## config.mk

```make
export PLATFORM = sky130hd
export DESIGN_NAME = aesort_cell
export DESIGN_NICKNAME = d
export VERILOG_FILES = /design/src/sv/aesort_pkg.sv /design/src/sv/aesort_cell.sv
export SDC_FILE = /design/constraint.sdc
export NUM_CORES = 1
export LEC_CHECK = 0
export BUFFER_PORTS_ARGS = -buffer_cell sky130_fd_sc_hd__buf_2
export CAP_MARGIN = 10
export CORE_ASPECT_RATIO = 1.5
export CORE_MARGIN = 2
export CORE_UTILIZATION = 54
export DETAILED_ROUTE_END_ITERATION = 16
export PLACE_DENSITY = 0.86
export SLEW_MARGIN = 20
export SYNTH_ARGS = -nofsm -noshare
export SYNTH_HDL_FRONTEND = slang
export SYNTH_SLANG_ARGS = --single-unit
```

## constraint.sdc

```tcl
create_clock -name clk -period 9.81 [get_ports clk]
set_input_delay 0.981 -clock clk [delete_from_list [all_inputs] [get_ports clk]]
set_output_delay 0.981 -clock clk [all_outputs]
set_load 0.05 [all_outputs]
```

## src/sv/aesort_pkg.sv

```systemverilog
`timescale 1ns / 1ps

package aesort_pkg;

  localparam int unsigned DATA_W = 32;

  // One stored element of the chain
  typedef struct packed {
    logic                     used;
    logic signed [DATA_W-1:0] data;
  } slot_t;

  // Word carried from one cell to the next
  typedef struct packed {
    logic                     valid;
    logic signed [DATA_W-1:0] data;
  } carry_t;

  typedef enum logic [1:0] {
    ST_LOAD,
    ST_SETTLE,
    ST_DRAIN
  } sort_state_t;

endpackage

```

## src/sv/aesort_cell.sv

```systemverilog
`timescale 1ns / 1ps

module aesort_cell
  import aesort_pkg::*;
(
  input  logic   clk,
  input  logic   rst,
  input  logic   shift,
  input  carry_t carry_in,
  output carry_t carry_out,
  input  slot_t  next_slot,
  output slot_t  slot
);

  // Keep the smaller of held and incoming word, pass the larger on.
  // While shifting, take the neighbor's slot (unload toward cell 0).
  always_ff @(posedge clk) begin
    if (rst) begin
      slot.used       <= 1'b0;
      carry_out.valid <= 1'b0;
    end else if (shift) begin
      slot            <= next_slot;
      carry_out.valid <= 1'b0;
    end else begin
      carry_out.valid <= 1'b0;
      if (carry_in.valid) begin
        if (!slot.used) begin
          slot.used <= 1'b1;
          slot.data <= carry_in.data;
        end else if (carry_in.data < slot.data) begin
          slot.data       <= carry_in.data;
          carry_out.valid <= 1'b1;
          carry_out.data  <= slot.data;
        end else begin
          carry_out.valid <= 1'b1;
          carry_out.data  <= carry_in.data;
        end
      end
    end
  end

endmodule

```

### Word level (Yosys, flattened, before mapping)

Cells that the tools add are included.

| storage, ports and cells | value |
|---|---|
| memory bits (read-only) | 0 |
| input port bits | 69 |
| memory bits (writable) | 0 |
| latch bits | 0 |
| memories kept | 0 |
| flip-flop bits (word level) | 66 |
| output and inout bits | 66 |
| word-level logic and storage cells | 19 |

| operators by class | value |
|---|---|
| mux-type cells | 5 |
| magnitude comparators | 1 |
| eq/ne operators | 1 |
| bitwise gates (word level) | 4 |
| divide/modulo/power cells | 0 |
| shift-type cells | 0 |
| reductions and logical operators | 4 |
| multiply operators | 0 |
| add/sub/neg operators | 0 |

Operators by type and width:

| kind | number |
|---|---|
| 2-to-1 mux 32 bit | 3 |
| 2-to-1 mux 33 bit | 2 |
| < comparator 32 bit | 1 |
| inverter 1 bit | 4 |
| AND reduction 4 bit | 1 |
| OR reduction 4 bit | 1 |
| != test 3 x 2 -> 1 bit (second input constant) | 1 |
| AND reduction 3 bit | 1 |
| nonzero test 2 bit | 1 |

### Depth between registers and ports, before layout

| logic depth | value |
|---|---|
| depth after elaboration | 5 |
| mapped depth | 9 |

### Least setup slack after synthesis

OpenSTA, ideal clock, no wires.

| timing | value |
|---|---|
| path type | input to register |
| start point | input port shift |
| end point | register carry_out[0] in the netlist's numbering (enable) |
| arrival time | 4894 ps |
| path slack | 4399 ps |
| buffers on the path | 2 |
| stages on the path | 3 |
| setup time | 517 ps |
| cell sequence | clkbuf_1 -> clkbuf_1 -> nor4b_1 |

| on the way | value |
|---|---|
| word-level cells in the longest chain between the ends | 2 |

RTL lines:

| what | line | RTL |
|---|---|---|
| from (decl) | aesort_cell.sv:8 | `input logic shift,` |
| inverter 1 bit (no source line) | n/a |  |
| AND reduction 4 bit (no source line) | n/a |  |
| to (decl) | aesort_cell.sv:10 | `output carry_t carry_out,` |

Every way passes these cells.
A chain may end at the register's enable or synchronous reset.

### Worst setup path in the final report

| timing | value |
|---|---|
| start point | input port carry_in[25] in the netlist's numbering |
| end point | register carry_out[0] in the netlist's numbering (data pin) |

| on the way | value |
|---|---|
| word-level cells in the longest chain between the ends | 2 |

RTL lines:

| what | line | RTL |
|---|---|---|
| from (decl) | aesort_cell.sv:9 | `input carry_t carry_in,` |
| < comparator 32 bit | aesort_cell.sv:30 | `end else if (carry_in.data < slot.data) begin` |
| 2-to-1 mux 32 bit | aesort_cell.sv:30 |  |

Every way passes these cells.

==> metrics.txt <==
actual transition at the worst max-transition pin just under 0.9 ns; cell types with the largest area share after synthesis edfxtp_1 52%, mux2_4 12%, mux2_2 11%; antenna-violating nets left 0; P per Cell Area roughly 160 mW/mm²; final std cells w/o fill between 400 and 500; average vias per placed instance approximately 5.3; Hold Crit Endpoint carry_out[25]; Horiz. Die Dim 71.47 µm; final critical-path setup slack approximately 6.3 ns; Min-Delay Startpoint slot[25]; layer with the highest usage met2; Detailed Routing Iterations Pass 1 4; register area share after synthesis between 50 and 60%; Setup crit start carry_in[25]; GR Layer Usage met1 between 20% and 30%; kind of critical path primary input to flop; maximum capacitance violations 0; Setup TNS 0 ns; worst-path fanout max 31; Post-synth ARST share 0%; insertion delay of the later-clocked pin in the worst-skew pair around 0.35 ns; Worst R2R Path Depth 9; hold buffer count at CTS 0; via count of the first global-routing pass between 2k and 3k; Top Ports about 140; pins over their slew limit 0; standard-cell rows 36; total of fill cells in the finished design between 400 and 500; kind of end point of the critical path flop; count of distinct cell types in the synthesized netlist 28; CTS tree yes; post-cts gate resize count 0; Max Buffers Root-to-Sink 2; outcome finished clean; GRT Total Usage ~22%; worst setup timing slack at the placement stage 5.916 ns; first-pass GRT wire length 12.31 mm; Final Hold Fails 0; H-Tree Depth 3; multi-input combinational cell area approximately 0.0016 mm²; final setup skew roughly 0.008 ns; global routing usage on met3 5.689%; main flop type after synthesis edfxtp_1; upper clock frequency limit 285.3 MHz; # port buffers ~130; cell total after placement 464; critical register-to-register path endpoint carry_out[0]; worst endpoint required time 9.91 ns; DRC errors left 0; Critical Path Source Type primary input; largest net degree at the start of global routing 38; post-synthesis sequential element count 66; P&R area growth vs syn 25.45%; Leakage about 0.0022 µW; per-instance average area after synthesis approximately 14 µm²; Sequential Area 0.001962 mm²; Reg-to-Reg Start slot[25]; initial cell density of the core between 50 and 60%; clock sink count 66; most frequent cells after synthesis 64 x edfxtp_1, 35 x mux2_2, 33 x inv_1; share of cells above drive strength 1 between 50% and 60%; Slew HR approximately 41%; floorplan die area between 0.007 and 0.008 mm²; worst voltage drop across the vdd grid between 0.1 and 0.15 mV; post-route fraction of the period consumed by the critical path about 36%; share of the synthesized area in the top cell type a little over half; setup slack, reg-to-reg approximately 6.7 ns; most numerous cell in the Yosys netlist edfxtp_1; routability congestion estimate 0.8032; Std-Cell Core Area roughly 0.0066 mm²; CTS buffer count 9; post-DR wirelength/cell approximately 16 µm; Nets between 400 and 500; Arrival @ worst endpoint 3.60 ns; worst min-delay path category flop to flop; half-perimeter wire length after placement between 5 and 6 mm; detailed-route via count between 2k and 3k; Antenna Diode Count 0; count of flip-flops with a built-in enable after synthesis 64; M2 GR Usage 41.27%; CTS root buffer clkbuf_8; Iteration-0 DRC Markers 73; syn nets approximately 360; total power draw approximately 740 µW; Post CTS Setup Buffer Count 0; library cell occupying the most area in the post-synthesis netlist edfxtp_1; clock transition at the register clock pins on the worst setup and hold paths after CTS about 0.060 ns; crit path time final around 3.5 ns; synthesis warning total 0; antenna violations before repair 0; Setup Viol. Count Final 0; RSZ-0062 raised after global routing false; residual overflow from global routing 0; detailed-route wire length approximately 7.8 mm; count of mapped cells out of synthesis ~260; number of instances on the worst hold path 1; summed instance area of the synthesized netlist roughly 0.0037 mm²; vertical extent of the die 105.2 µm
==> flip-flops by register name, indices dropped and copies added (netlist names) <==
signal	cells
slot	33
carry_out	33
==> cells in the final DEF (no fill, tap or decap) <==
master,count
nor2b_1,1
ha_1,31
nand2_1,9
and4_1,3
dfxtp_1,2
nand4_1,2
a21o_1,1
a221oi_1,1
o2bb2ai_1,1
edfxtp_1,64
a211oi_4,1
nor4b_2,1
mux2_2,35
o41ai_1,1
o21ai_0,4
and2_4,1
nand3_1,2
clkbuf_8,13
inv_1,33
buf_4,3
clkinv_1,1
a21oi_1,12
clkbuf_1,1
a211oi_1,2
buf_2,134
a41oi_1,1
nor2_1,10
o31a_2,1
o21ai_1,1
clkinv_2,1
a221o_1,2
mux2_4,29
==> layer usage <==
metal | up-vias | routed length, µm
li1 | 1244 | -
met1 | 1204 | 2714
met2 | 83 | 4448
met3 | 19 | 407
met4 | 0 | 231
met5 | - | 0
==> worst max-delay path by stage <==
stage	endpoint	slack, ns	cells after the start
floorplan	carry_out[0]	4.40	3
global placement	carry_out[1]	5.99	9
detailed placement	carry_out[0]	5.92	9
CTS	carry_out[0]	6.30	9
global route	carry_out[0]	6.18	9
finish	carry_out[0]	6.30	9
==> worst max-delay path: stages <==
cell and delay [ns]:
buf_2 0.11, ha_1 0.31, a21o_1 0.18, a221o_1 0.31, a221o_1 0.38, o2bb2ai_1 0.17, a211oi_4 0.24, buf_4 0.52
mux2_2 0.40
==> layout make-up <==
class,count,area share [%]
repair buffers,137,14.99
inverters,33,2.678
well taps,76,2.056
clock inverters,2,0.1893
clock buffers,14,3.949
multi-input cells,152,33.73
flip-flops and latches,66,42.41
==> through the flow <==
step	hold slack (ns)	area, µm²	util, %
final	0.5996	4626	70.34
after detailed placement	0.5881	4434	67.43
after global placement	0.5852	4434	67.43
after CTS	0.6054	4626	70.34
after floorplan	0.8461	3687	-
after global routing	0.6179	4626	70.34
==> logic make-up (layout without fill, tap and decap cells) <==
group	Yosys count	count (layout)	synth area share [%]
buf+inv	40	186	4.683
mux	64	64	22.50
fa+ha+maj	31	31	10.52
flops	66	66	53.21
simple gates	29	29	3.903
compound gates	28	28	5.192
==> power breakdown <==
group | internal [µW] | switching (µW)
Sequential | 330 | 7.77
Combinational | 79.9 | 102
Clock | 118 | 98.8
Total | 528 | 208
Power figures use the tool's default switching activity.
